==> config.mk <==
export PLATFORM = sky130hd
export DESIGN_NAME = display_idle_sleep_controller_flat
export DESIGN_NICKNAME = d
export VERILOG_FILES = /design/src/rtl/disc_pkg.sv /design/src/rtl/disc_if.sv /design/src/rtl/display_idle_sleep_controller.sv /design/src/flat_wrapper.sv
export SDC_FILE = /design/constraint.sdc
export NUM_CORES = 1
export LEC_CHECK = 0
export ABC_AREA = 1
export BUFFER_PORTS_ARGS = -buffer_cell sky130_fd_sc_hd__buf_2
export CAP_MARGIN = 20
export CORE_MARGIN = 5
export CORE_UTILIZATION = 55
export CTS_BUF_LIST = sky130_fd_sc_hd__clkbuf_8
export CTS_CLUSTER_SIZE = 12
export DETAILED_ROUTE_END_ITERATION = 12
export PLACE_DENSITY_LB_ADDON = 0.08
export SYNTH_ARGS = -nofsm -noshare
export SYNTH_HDL_FRONTEND = slang
export SYNTH_SLANG_ARGS = --single-unit
==> constraint.sdc <==
create_clock -name clk -period 9.13 [get_ports clk]
set_clock_uncertainty 0.1 [all_clocks]
set_input_delay 0.913 -clock clk [delete_from_list [all_inputs] [get_ports clk]]
set_output_delay 0.913 -clock clk [all_outputs]
set_load 0.02 [all_outputs]
==> src/rtl/disc_pkg.sv <==
`timescale 1ns / 1ps

package disc_pkg;

  localparam int TimeoutW = 4;
  localparam int BrightW  = 7;
  localparam int LeadW    = 6;
  localparam int IdleW    = 10;
  localparam int KindW    = 2;
  localparam int PointsW  = 4;
  localparam int CfgIdxW  = 2;
  localparam int CfgDataW = 7;

  localparam logic [IdleW-1:0] SecsPerMin = 10'd60;

  localparam logic [TimeoutW-1:0] TimeoutReset = 4'd3;
  localparam logic [BrightW-1:0]  BrightReset  = 7'd100;
  localparam logic [LeadW-1:0]    LeadReset    = 6'd10;
  localparam logic [IdleW-1:0]    IdleReset    = 10'd180;

  localparam logic [BrightW-1:0] BrightMin = 7'd10;
  localparam logic [BrightW-1:0] BrightMax = 7'd100;

  localparam logic [KindW-1:0] KindTick      = 2'd0;
  localparam logic [KindW-1:0] KindTouch     = 2'd1;
  localparam logic [KindW-1:0] KindSleepNow  = 2'd2;
  localparam logic [KindW-1:0] KindKeepAwake = 2'd3;

  localparam logic [CfgIdxW-1:0] RegTimeout = 2'd0;
  localparam logic [CfgIdxW-1:0] RegBright  = 2'd1;
  localparam logic [CfgIdxW-1:0] RegLead    = 2'd2;

  typedef struct packed {
    logic [KindW-1:0]   kind;
    logic [PointsW-1:0] touch_points;
  } in_item_t;

  typedef struct packed {
    logic [BrightW-1:0] backlight_level;
    logic               display_paused;
    logic               asleep;
    logic               prompt_visible;
    logic               prompt_shown;
    logic               went_to_sleep;
    logic               accept_touch;
    logic [IdleW-1:0]   seconds_left;
  } out_item_t;

endpackage

==> src/rtl/disc_if.sv <==
`timescale 1ns / 1ps

interface disc_in_if;
  logic               valid;
  logic               ready;
  disc_pkg::in_item_t data;

  modport source (output valid, output data, input ready);
  modport sink (input valid, input data, output ready);
endinterface

interface disc_out_if;
  logic                valid;
  logic                ready;
  disc_pkg::out_item_t data;

  modport source (output valid, output data, input ready);
  modport sink (input valid, input data, output ready);
endinterface

==> src/rtl/display_idle_sleep_controller.sv <==
`timescale 1ns / 1ps

// Display idle-sleep controller. Each transaction on item is a one-second
// tick, a touch report, a sleep-now or a keep-awake request, and gives
// exactly one transaction on result with the display status after that
// event. One item is taken per clock cycle unless result stalls: the
// event is applied to the state flags and idle counter in the accepting
// cycle and the status lands in a single output register; item stays ready
// while that register is empty or being drained. The cfg port writes
// registers 0 timeout minutes (low 4 bits, kept if 0/1/3/5/10), 1
// brightness (kept if 10..100), 2 prompt lead (low 6 bits, kept if nonzero).
// Follow a register write with a keep-awake item to restart the timer.
module display_idle_sleep_controller (
  input  logic                           clk,
  input  logic                           rst,
  disc_in_if.sink                        item,
  disc_out_if.source                     result,
  input  logic                           cfg_we,
  input  logic [disc_pkg::CfgIdxW-1:0]   cfg_index,
  input  logic [disc_pkg::CfgDataW-1:0]  cfg_data
);

  logic [disc_pkg::TimeoutW-1:0] idle_minutes;
  logic [disc_pkg::BrightW-1:0]  bright_level;
  logic [disc_pkg::LeadW-1:0]    prompt_lead_sec;

  logic                       sleep_flag, sleep_flag_next;
  logic                       prompt_flag, prompt_flag_next;
  logic                       suppress_flag, suppress_flag_next;
  logic [disc_pkg::IdleW-1:0] idle_left, idle_left_next;

  logic                       out_valid;
  disc_pkg::out_item_t        out_data, out_data_next;

  logic                       take;
  logic                       shown, slept;
  logic [disc_pkg::IdleW-1:0] full_idle;
  logic [disc_pkg::IdleW-1:0] idle_dec;
  logic [disc_pkg::TimeoutW-1:0] cfg_timeout;
  logic [disc_pkg::LeadW-1:0]    cfg_lead;

  assign item.ready   = !out_valid || result.ready;
  assign take         = item.valid && item.ready;
  assign result.valid = out_valid;
  assign result.data  = out_data;

  assign cfg_timeout = cfg_data[disc_pkg::TimeoutW-1:0];
  assign cfg_lead    = cfg_data[disc_pkg::LeadW-1:0];

  // configuration registers
  always_ff @(posedge clk) begin
    if (rst) begin
      idle_minutes    <= disc_pkg::TimeoutReset;
      bright_level    <= disc_pkg::BrightReset;
      prompt_lead_sec <= disc_pkg::LeadReset;
    end else if (cfg_we) begin
      case (cfg_index)
        disc_pkg::RegTimeout: begin
          if (cfg_timeout inside {4'd0, 4'd1, 4'd3, 4'd5, 4'd10}) begin
            idle_minutes <= cfg_timeout;
          end
        end
        disc_pkg::RegBright: begin
          if (cfg_data >= disc_pkg::BrightMin && cfg_data <= disc_pkg::BrightMax) begin
            bright_level <= cfg_data;
          end
        end
        disc_pkg::RegLead: begin
          if (cfg_lead != '0) begin
            prompt_lead_sec <= cfg_lead;
          end
        end
        default: ;
      endcase
    end
  end

  assign full_idle = disc_pkg::IdleW'(disc_pkg::IdleW'(idle_minutes) * disc_pkg::SecsPerMin);
  assign idle_dec  = (idle_left != '0) ? idle_left - 1'b1 : idle_left;

  // event handling
  always_comb begin
    sleep_flag_next    = sleep_flag;
    prompt_flag_next   = prompt_flag;
    suppress_flag_next = suppress_flag;
    idle_left_next     = idle_left;
    shown              = 1'b0;
    slept              = 1'b0;
    case (item.data.kind)
      disc_pkg::KindTick: begin
        if (idle_minutes != '0 && !sleep_flag) begin
          idle_left_next = idle_dec;
          if (idle_dec != '0 && idle_dec <= disc_pkg::IdleW'(prompt_lead_sec)) begin
            prompt_flag_next = 1'b1;
            shown            = !prompt_flag;
          end
          if (idle_dec == '0) begin
            sleep_flag_next  = 1'b1;
            prompt_flag_next = 1'b0;
            slept            = 1'b1;
          end
        end
      end
      disc_pkg::KindTouch: begin
        if (item.data.touch_points != '0 && sleep_flag) begin
          sleep_flag_next    = 1'b0;
          prompt_flag_next   = 1'b0;
          suppress_flag_next = 1'b1;
          idle_left_next     = full_idle;
        end else begin
          if (!prompt_flag) begin
            idle_left_next = full_idle;
          end
          if (item.data.touch_points == '0) begin
            suppress_flag_next = 1'b0;
          end
        end
      end
      disc_pkg::KindSleepNow: begin
        slept            = !sleep_flag;
        sleep_flag_next  = 1'b1;
        prompt_flag_next = 1'b0;
        idle_left_next   = '0;
      end
      disc_pkg::KindKeepAwake: begin
        sleep_flag_next    = 1'b0;
        prompt_flag_next   = 1'b0;
        suppress_flag_next = 1'b0;
        idle_left_next     = full_idle;
      end
      default: ;
    endcase

    out_data_next.backlight_level = sleep_flag_next ? '0 : bright_level;
    out_data_next.display_paused  = sleep_flag_next;
    out_data_next.asleep          = sleep_flag_next;
    out_data_next.prompt_visible  = prompt_flag_next;
    out_data_next.prompt_shown    = shown;
    out_data_next.went_to_sleep   = slept;
    out_data_next.accept_touch    = !suppress_flag_next;
    out_data_next.seconds_left    = prompt_flag_next ? idle_left_next : '0;
  end

  always_ff @(posedge clk) begin
    if (rst) begin
      sleep_flag    <= 1'b0;
      prompt_flag   <= 1'b0;
      suppress_flag <= 1'b0;
      idle_left     <= disc_pkg::IdleReset;
      out_valid     <= 1'b0;
    end else begin
      if (take) begin
        sleep_flag    <= sleep_flag_next;
        prompt_flag   <= prompt_flag_next;
        suppress_flag <= suppress_flag_next;
        idle_left     <= idle_left_next;
        out_valid     <= 1'b1;
      end else if (result.ready) begin
        out_valid <= 1'b0;
      end
    end
  end

  always_ff @(posedge clk) begin
    if (take) begin
      out_data <= out_data_next;
    end
  end

`ifndef SYNTHESIS
  a_sleep_no_prompt: assert property (@(posedge clk) disable iff (rst)
    sleep_flag |-> !prompt_flag)
    else $error("prompt flag set while asleep");

  a_prompt_counting: assert property (@(posedge clk) disable iff (rst)
    prompt_flag |-> (idle_left != '0))
    else $error("prompt flag set with idle counter at zero");

  a_take_gives_result: assert property (@(posedge clk) disable iff (rst)
    take |=> out_valid)
    else $error("accepted transaction produced no result");
`endif

endmodule
==> src/flat_wrapper.sv <==
// flat-port wrapper written by rule: the top's interface ports become plain ports
module display_idle_sleep_controller_flat 
  (clk, rst, cfg_we, cfg_index, cfg_data, item_valid, item_data, item_ready, result_valid, result_data, result_ready);
  disc_in_if item_i ();
  disc_out_if result_i ();
  input  logic clk;
  input  logic rst;
  input  logic cfg_we;
  input  logic [disc_pkg::CfgIdxW-1:0] cfg_index;
  input  logic [disc_pkg::CfgDataW-1:0] cfg_data;
  input wire logic [$bits(item_i.valid)-1:0] item_valid;
  input wire logic [$bits(item_i.data)-1:0] item_data;
  output wire logic [$bits(item_i.ready)-1:0] item_ready;
  output wire logic [$bits(result_i.valid)-1:0] result_valid;
  output wire logic [$bits(result_i.data)-1:0] result_data;
  input wire logic [$bits(result_i.ready)-1:0] result_ready;
  assign item_i.valid = item_valid;
  assign item_i.data = item_data;
  assign item_ready = item_i.ready;
  assign result_valid = result_i.valid;
  assign result_data = result_i.data;
  assign result_i.ready = result_ready;
  display_idle_sleep_controller u_core (.clk(clk), .rst(rst), .item(item_i), .result(result_i), .cfg_we(cfg_we), .cfg_index(cfg_index), .cfg_data(cfg_data));
endmodule
# Yosys cells after proc, flatten, opt, wreduce, memory -nomap -nowiden
# Index checks and enable logic that the tools add are counted.
[classes] n_reduce_logical=27 mux=22 n_eq_ne=9 add_sub_neg=1 order_cmp=3 multipliers=1
[ops] cell="10-bit two-way mux" n=4
[ops] cell="10-bit case mux with 4 select lines" n=1
[ops] cell="10-bit nonzero test" n=2
[ops] cell="1-bit two-way mux" n=13
[ops] cell="3-bit AND reduction" n=4
[ops] cell="10-bit by 6-bit less-or-equal comparator with 1-bit output" n=1
[ops] cell="10-bit zero test" n=1
[ops] cell="10-bit by 1-bit subtractor with 10-bit output, second input constant" n=1
[ops] cell="4-bit zero test" n=2
[ops] cell="4-bit by 4-bit multiplier with 8-bit output, second input constant" n=1
[ops] cell="4-bit nonzero test" n=2
[ops] cell="7-bit by 4-bit greater-or-equal comparator with 1-bit output, second input constant" n=1
[ops] cell="7-bit less-or-equal comparator, second input constant" n=1
[ops] cell="2-bit == test, second input constant" n=3
[ops] cell="6-bit nonzero test" n=1
[ops] cell="1-bit logical AND" n=5
[ops] cell="5-bit nonzero test" n=1
[ops] cell="2-bit by 1-bit == test with 1-bit output, second input constant" n=2
[ops] cell="4-bit by 1-bit == test with 1-bit output, second input constant" n=1
[ops] cell="4-bit by 2-bit == test with 1-bit output, second input constant" n=1
[ops] cell="4-bit by 3-bit == test with 1-bit output, second input constant" n=1
[ops] cell="4-bit == test, second input constant" n=1
[ops] cell="1-bit zero test" n=4
[ops] cell="2-bit zero test" n=2
[ops] cell="other kinds (6)" n=7
[totals] word_cells=78 inputBits=20 out_inout_bits=25 reg_bits=53

# Longest topological paths before layout
# Gate-level depths: netlist of the first run.
[logic_depth] depth_word=8 ltp_mapped=19 ltp_nobuf=19

# Least setup slack after synthesis of the first run
# OpenSTA, ideal clock, no wires.
[synth_path] kind="reg-to-reg" startpoint="register u_core.idle_minutes[1] (netlist bit)" endpoint="register u_core.out_data, in the netlist u_core.result.data[9] (data pin)" stages_incl_launch_ff=15 period_less_slack_ns=2.881 setup_ns=0.256 arrival_ns=2.526 required_ns=8.774 n_path_buf=0 setup_slack_ns=6.249 cell_sequence="dfxtp_1 inv_1 fa_1 inv_1 ha_1 ha_1 a21oi_1 nand2_1 nand2_1 nand2_1 a21oi_1 xor2_1 o21bai_1 nor2_1 nor2_1"
[synth_via] elab_chain_cells=4 elab_cells_between_ends=9 classes_between="1 x mul; 6 x mux; 2 x reduce/logical"
[synth_rtl] element="from (decl)" line="display_idle_sleep_controller.sv:23" text="logic [disc_pkg::TimeoutW-1:0] idle_minutes;"
[synth_rtl] element="from (signal assigned)" line="display_idle_sleep_controller.sv:53" text="idle_minutes <= disc_pkg::TimeoutReset;"
[synth_rtl] element="from (signal assigned)" line="display_idle_sleep_controller.sv:60" text="idle_minutes <= cfg_timeout;"
[synth_rtl] element="4-bit by 4-bit multiplier with 8-bit output or 4-bit nonzero test (tied branches)" line="display_idle_sleep_controller.sv:78, display_idle_sleep_controller.sv:91"
[synth_rtl] element="10-bit two-way mux or 1-bit logical AND (tied branches)" line="display_idle_sleep_controller.sv:111, display_idle_sleep_controller.sv:91"
[synth_rtl] element="10-bit two-way mux, or another cell as far along" line="display_idle_sleep_controller.sv:105" text="if (item.data.touch_points != '0 && sleep_flag) begin"
[synth_rtl] element="10-bit case mux with 4 select lines or 1-bit case mux with 3 select lines (tied branches)" line="display_idle_sleep_controller.sv:89" text="case (item.data.kind)"
[synth_rtl] element="to (signal assigned)" line="display_idle_sleep_controller.sv:166" text="out_data <= out_data_next;"
[synth_rtl] element="to (decl)" line="display_idle_sleep_controller.sv:33" text="disc_pkg::out_item_t out_data, out_data_next;"
# Parallel ways exist; a longest one is shown, timed or not.
# A chain may end at the register's enable or synchronous reset.

# Final worst setup path of the first run
# Ends and elaborated chain as after synthesis.

==> results of run 1 <==
## layer usage
| layer | wire length, um | vias up | global-route usage [%] |
|---|---|---|---|
| li1 | - | 1411 | - |
| met1 | 3219 | 1225 | 26.97 |
| met2 | 3309 | 78 | 34.53 |
| met3 | 455 | 8 | 3.362 |
| met4 | 95 | 0 | 5.612 |
| met5 | 0 | - | 0 |
## flip-flops by register name, summed over array words and instances (netlist names)
name	cells
u_core.bright_level	7
u_core.idle_left	10
u_core.idle_minutes	4
u_core.prompt_flag	1
u_core.prompt_lead_sec	6
u_core.result.data	22
u_core.result.valid	1
u_core.sleep_flag	1
u_core.suppress_flag	1
## logic make-up (layout without fill, tap and decap cells)
kind of cell / count (synthesis) / in the layout / synth area share (%)
simple gates: 166 / 166 / 23.54
flops: 53 / 53 / 40.59
compound gates: 82 / 82 / 14.66
buf+inv: 75 / 122 / 9.275
xor+xnor: 3 / 3 / 0.8325
fa+ha+maj: 25 / 25 / 11.10
## worst reg2reg max path, stage by stage, from the launching register on
cell and delay [ns]:
dfxtp_1 0.44, inv_1 0.13, fa_1 0.55, inv_1 0.04
ha_1 0.28, ha_1 0.36, a21oi_1 0.17, nand2_1 0.09
nand2_1 0.09, nand2_1 0.06, a21oi_1 0.16, xor2_1 0.22
o21bai_1 0.08, nor2_1 0.14, nor2_1 0.06
## cells in the final DEF (no fill, tap or decap), types with 9 or more instances in the layout
| cell type | count |
|---|---|
| buf_2 | 44 |
| dfxtp_1 | 31 |
| nor2_1 | 44 |
| edfxtp_1 | 22 |
| nand3_1 | 16 |
| nand2_1 | 74 |
| inv_1 | 65 |
| a21oi_1 | 32 |
| ha_1 | 20 |
| o211ai_1 | 9 |
| nor2_2 | 11 |
| o21ai_0 | 26 |
## where the power goes
part	leakage [uW]	total (uW)	internal, uW	switching, uW
Combinational	0.00117	115	39.2	76.1
Sequential	0.000473	271	262	9.26
Clock	0.0000543	161	82.1	79.3
Total	0.00170	548	383	165
## worst paths after layout
kind | from | to | slack (ns) | cells past startpoint
setup / recovery | u_core.idle_minutes[1] | u_core.result.data[9] | 5.91 | 14
hold / removal | u_core.bright_level[1] | u_core.bright_level[1] | 0.36 | 2
setup reg to reg | u_core.idle_minutes[1] | u_core.result.data[9] | 5.91 | 14
hold reg to reg | u_core.bright_level[1] | u_core.bright_level[1] | 0.36 | 2
## final cells by class
cell class,count,area [sq um],share of cell area (%)
timing repair buffer,45,247.7,6.913
clock buffer,5,68.82,1.920
clock inverter,3,46.29,1.292
multi-input combinational,276,1583,44.17
tap,72,90.09,2.514
sequential,53,1281,35.75
inverter,69,266.5,7.437
## metrics by stage
stage	util (%)	total power, uW	std cells
6_report	64.68	547.8	523
5_1_grt	64.68	579.7	523
4_1_cts	64.68	551.3	523
3_5_place_dp	62.60	391.3	515
3_3_place_gp	62.10	387.5	514
2_1_floorplan	-	356.2	404
==> results.md, run 1 <==
Placement:
- The placed standard-cell area is 3468 sq um.
- The placer's final routability congestion estimate is 0.8679.
- Before CTS, the worst setup slack after placement is 5.969 ns.
- The count of buffers added on input and output ports is 44.
- The final HPWL from detailed placement is 5541 um.

Clocking:
- The CTS tree is built.
- The depth of the CTS H-tree is 2.
- The tree is rooted in a clkbuf_8.
- In this run, CTS created clock tree buffers numbering 5.
- The clock slew at the register clock pins of the worst setup and hold paths is 0.10 ns.
- The count of cells resized by post-cts repair is 0.
- After clock tree synthesis, the setup repair step added 0 buffers.
- In this run, post-CTS hold repair placed 0 buffers.
- The clock latency of the later-clocked register in the worst-skew pair is 0.31 ns.
- The clock passes through at most 2 buffers.
- The clock drives 53 sinks.

Global routing:
- The number of global-route vias before repair was 2606.
- The number of antenna violations at the first check in global routing is 0.
- The total overflow reported by the global router is 0.
- The total track usage is 20.40%.
- The first global-routing pass estimated 11860 um of wire.
- Entering global routing, the biggest net connects 23 pins.

Drt:
- The routed wire length is 7078 um.
- In the routed design, unresolved DRC markers number 0.
- The post-route antenna net violation count is 0.
- The routed length per instance is 13.53 um.
- The violation count after the first detailed-route iteration is 195.
- The detailed-route vias per instance is 5.205.
- The count of vias placed by the detailed router is 2722.
- The iteration count of the initial detailed-routing pass is 5.

Hold path:
- The tightest min-delay check is of the register to register type.

Logic synthesis:
- The count of distinct cell types in the synthesized netlist is 35.
- The share of synthesized registers carrying an async set or reset is 0%.
- The synthesized design contains 53 register bits.
- The number of nets in the synthesized netlist is 449.
- Yosys mapped a number of flops with a built-in enable equal to 22.
- By count the netlist is led by nand2_1, inv_1, nor2_1, a21oi_1, dfxtp_1.
- Dividing the synthesized area by the synthesized cell count gives 7.814 sq um.
- The cell type with the highest aggregate area in the netlist is edfxtp_1.
- By area the synthesized netlist is led by edfxtp_1, dfxtp_1, nand2_1.
- The most used flip-flop cell after synthesis is dfxtp_1.
- The number of synthesis warnings is 0.
- After synthesis, flip-flops and latches occupy 40.59% of the total area.
- The most used standard cell by instance count after synthesis is nand2_1.
- Counting every instance in the synthesized netlist gives 404.
- The synthesized netlist occupies a cell area of 3157 sq um.
- The share of synthesized area in the top cell type comes to 20.93%.

Pwr:
- The peak supply drop is 0.08122 mV.
- For this design the static power due to leakage is 0.001699 uW.
- The power per unit of standard cell area is 152.9 nW/um^2.

Cells and area:
- After filler insertion, the fill cell instance count of the layout stands at 496.
- The repair_antennas step left the layout with diodes totalling 0.
- In the final design database the tool counted 495 nets.
- The growth of design area from synthesis to finish is 13.52%.
- The fraction of layout cells with a size suffix above 1 is 17.74%.
- After routing the design area is 3583 sq um.

Timing:
- The transition time at the pin with the least slew margin is 0.6342 ns.
- Static timing analysis puts the maximum clock frequency at 310.5 MHz.
- The number of pins with negative max-slew slack in the final report came to 0.
- Hold is met by 0.3621 ns.
- The slack of the critical path is 5.910 ns.
- The count of endpoints failing hold in the final timing report is 0.
- The tightest slew margin relative to the limit is 57.72%.
- After routing, the total negative slack on setup checks comes to 0 ns.
- The post-route fraction of the period consumed by the critical path is 35.27%.
- Setup violations remaining at the end of the flow were counted as 0.
- Setup repair after global routing left no endpoint under its margin.
- After layout, the minimum clock period comes to 3.220 ns.

Floorplan:
- The initial utilization of the core area, before any placement, comes to 56.98%.
- The total core area is 5540 sq um.
- The floorplan step set the die height to 85.76 um.
- The floorplan has 27 rows.
- The I/O pin count is 45.
- The die width is 85.76 um.
- The floorplan step defined a die boundary enclosing 7355 sq um.

Setup path:
- In this design, the critical path's most frequently occurring cell is nand2_1.
- STA classifies the critical path startpoint as a register.
- The signal on the critical path passes through inv_1 > fa_1 > inv_1 > ha_1 > ha_1 > a21oi_1 > nand2_1 > nand2_1 > nand2_1 > a21oi_1 > xor2_1 > o21bai_1 > nor2_1 > nor2_1.
- STA classifies the critical path endpoint as a register.
- The data required time of the critical path is 9.11 ns.
- For this run, the slowest stage of the critical path takes 0.55 ns.
- At the worst endpoint, the arrival time is 3.20 ns.
- For this design, the slowest cell found on the critical path is fa_1.
- The sum of buffers and inverters on the critical path is 2.
- Along the worst path, the maximum fanout reaches 4.
- The kind of cell adding the most delay to the critical path is adder cells.
- The type of the setup path with the least slack is register to register.

Job:
- The reported max-cap violation count is 0.

Outcome:
- The flow ran to the end, and the final reports show no timing, DRC or antenna violations.
Note: power is estimated with default switching activity, not from simulation.
==> inputs of run 2 (changes only) <==
Settings changed: CORE_UTILIZATION 55 to 54.
Clock period 9.13 ns to 2.84 ns, I/O delays scaled along.
==> run 2 against run 1 <==
Compared with the run above:
- the run now ends with setup timing left
- wire length grew 8.9%
- utilization grew 5.3 points
- combinational power grew to 3.9 times the previous value
- power grew to 3.4 times the previous value
- register-to-register slack lost 6.0 ns
- global-route usage grew 0.70 points
- sequential power grew to 3.2 times the previous value
- highest routed layer unchanged
==> results.md, run 2 (synthesis results as in run 1) <==
Clocking:
- TritonCTS built the clock tree.
- The clock slew at the register clock pins of the worst setup and hold paths is 0.09 ns (about the same).
- The depth of the CTS H-tree is 2 (unchanged).
- The CTS root buffer is clkbuf_8.
- The total clock sinks was 53 (unchanged).
- The number of buffers inserted during clock tree synthesis is 5 (unchanged).
- The clock latency of the later-clocked register in the worst-skew pair is 0.30 ns (about the same).
- The maximum number of buffers from clock root to sink was 2 (unchanged).

Setup path:
- On the critical path, the stage with the largest delay is an instance of fa_1.
- The worst setup path is captured at a register.
- The endpoint identified for the worst register-to-register timing path is u_core.result.data[9].
- The number of cells on the worst reg-to-reg path was 12 (-2).
- The endpoint arrival time on the critical path was 2.93 ns (-0.27 ns).
- The worst setup path is launched from a register.
- The longest individual stage delay on the worst path is 0.57 ns (+0.02 ns).
- The reg-to-reg startpoint is u_core.idle_minutes[0].
- The data required time of the critical path is 2.81 ns (-6.30 ns).
- The critical path goes through fa_1 > fa_1 > ha_1 > nand3_1 > nand2_1 > nand2_1 > nand2_1 > a21oi_2 > xor2_1 > o21bai_1 > nor2_1 > nor2_1.
- The critical path's most frequent cell is nand2_1.
- The maximum fanout encountered on the critical timing path is 2 (-2).
- The critical path is of the register to register type.
- The minimum setup slack among reg-to-reg paths is -0.12 ns (-6.03 ns).

Drt:
- The iteration count of the initial detailed-routing pass was 5 (unchanged).
- The routed length per instance is 13.93 um (+3.0%).
- The post-route DRC violation count is 0 (unchanged).
- The count of vias placed by the detailed router was 2834 (+4.1%).
- The detailed-route vias per instance is 5.125 (-1.5%).
- The violation count after the first detailed-route iteration is 124 (-36%).
- The routed wire length came to 7705 um (+8.9%).
- The post-route antenna net violation count is 0 (unchanged).

Timing:
- The setup TNS is -0.2041 ns (-0.2041 ns).
- The slack of the critical path was -0.1229 ns (-6.033 ns).
- The number of failing setup endpoints in the final timing report is 3 (+3).
- The top achievable clock speed came to 337.5 MHz (+8.7%).
- The time the final worst path needs with I/O delays and setup is 2.963 ns (-0.2575 ns).
- The post-route worst hold slack is 0.1226 ns (-0.2395 ns).
- The transition time at the pin with the least slew margin is 0.5431 ns (-0.09103 ns).
- The post-route fraction of the period consumed by the critical path is 104.3% (+69 points).
- The count of endpoints failing hold in the final timing report is 0 (unchanged).
- The number of pins with negative max-slew slack in the final report is 0 (unchanged).
- Setup repair after global routing could not meet its margin everywhere.
- The tightest slew margin relative to the limit is 63.75% (+6.0 points).

Floorplan:
- The I/O pin count came to 45 (unchanged).
- The die extent in y is 86.46 um (+0.82%).
- The row count is 27 (unchanged).
- The initial cell density of the core was 56.29% (-0.69 points).
- The total core area is 5608 sq um (+1.2%).
- The die width is 86.46 um (+0.82%).
- The full die area was 7475 sq um (+1.6%).

Global routing:
- The number of antenna violations at the first check in global routing was 0 (unchanged).
- The total track usage was 21.10% (+0.70 points).
- The total overflow reported by the global router came to 0 (unchanged).
- The first-pass GRT wire length is 12520 um (+5.6%).
- The number of global-route vias before repair is 2642 (+1.4%).
- The maximum number of pins on one net before global-route repair is 25 (+8.7%).

Pwr:
- The static power due to leakage is 0.001845 uW (+8.6%).
- The peak supply drop came to 0.2774 mV (+240%).
- The power per unit of standard cell area was 473.6 nW/um^2 (+210%).
- The overall power is 1858 uW (+240%).

Cells and area:
- The post-layout net count is 525 (+6.1%).
- The number of fill cells in the layout is 468 (-5.6%).
- The final cell count without fillers is 553 (+5.7%).
- The fraction of layout cells with a size suffix above 1 is 28.90% (+11 points).
- The number of inserted diodes is 0 (unchanged).
- In the layout the commonest cells are nand2_1, inv_1, buf_2.
- The core utilization of the finished layout is 69.95% (+5.3 points).
- The flip-flop count of the largest register after layout was 22 (unchanged).
- The growth of design area from synthesis to finish is 24.26%.
- Leaving out fill and tap cells, the most frequent cell in the layout is nand2_1.

Outcome:
- The checks that failed: setup timing.
- The flow ran to the end, but the final reports show violations.

Hold path:
- For hold timing, the worst endpoint is u_core.bright_level[6].
- The number of stages on the worst hold path is 3 (+1).
- The class of the tightest hold or removal check is primary input to register.
- The worst hold path begins at cfg_data[6].

Placement:
- The final HPWL from detailed placement came to 5837 um (+5.3%).
- The number of input and output port buffers inserted is 44 (unchanged).
- The number of cells after detailed placement was 539 (+4.7%).
- The placer's final routability congestion estimate is 0.9269 (+6.8%).

Job:
- The reported max-cap violation count is 0 (unchanged).
-- run 2: changes by cell type in the layout (fill, tap and decap cells not counted), sizes merged --
cell | before | now
buf | 45 | 74
clkbuf | 5 | 6
-- run 2: routing by layer --
layer / vias up / share of wire, % / wire length, um / track usage [%]
li1: 1478 / - / - / -
met1: 1261 / 44 / 3395 / 28.72
met2: 86 / 47 / 3659 / 35.61
met3: 9 / 7.5 / 579 / 3.707
met4: 0 / 0.92 / 71 / 3.683
met5: - / 0 / 0 / 0
-- run 2: through the flow --
stage,setup slack (ns),instance area [sq um]
5_1_grt,-0.2709,3923
2_1_floorplan,0.01244,3158
3_5_place_dp,-0.2520,3630
6_report,-0.1229,3923
3_3_place_gp,-0.1003,3630
4_1_cts,-0.07892,3795
-- run 2: layout make-up --
type                            instances  area, sq um  area share (%)
Timing Repair inverter                  1        8.758          0.2233
Clock inverter                          2        37.54          0.9569
Multi-Input combinational cell        276         1699           43.32
Clock buffer                            6        82.58           2.105
Timing Repair Buffer                   74        445.4           11.36
Tap cell                               72        90.09           2.297
Inverter                               69        271.5           6.922
Sequential cell                        53         1287           32.82
-- run 2: report_power, final --
part	total [uW]	internal [uW]	leakage (uW)	switching, uW
Clock	534	287	0.0000574	247
Sequential	872	843	0.000474	29.8
Combinational	451	177	0.00131	274
-- run 2: critical path, delay by kind of cell (launching register included) --
| kind | cells | cell delay (ns) |
|---|---|---|
| AO/OA/AOI/OAI | 2 | 0.23 |
| flip-flops | 1 | 0.34 |
| AND/OR/NAND/NOR | 6 | 0.52 |
| XOR/XNOR | 1 | 0.22 |
| adder cells (fa/ha/maj) | 3 | 1.30 |
-- run 2: worst max-delay path by stage --
stage          slack (ns)                     to                   start  cells past startpoint
4_1_cts             -0.08  u_core.result.data[9]  u_core.idle_minutes[0]                     12
3_5_place_dp        -0.25  u_core.result.data[9]  u_core.idle_minutes[1]                     14
5_1_grt             -0.27  u_core.result.data[9]  u_core.idle_minutes[0]                     12
3_3_place_gp        -0.10  u_core.result.data[9]  u_core.idle_minutes[1]                     14
6_report            -0.12  u_core.result.data[9]  u_core.idle_minutes[0]                     12
2_1_floorplan        0.01  u_core.result.data[8]  u_core.idle_minutes[2]                      9
-- run 2: repair_timing --
item,CTS,global route
pin swaps,1,8
setup endpoints to repair,4,14
hold buffers,0,0
cloned,0,1
setup buffers,1,4
resized for setup,8,25
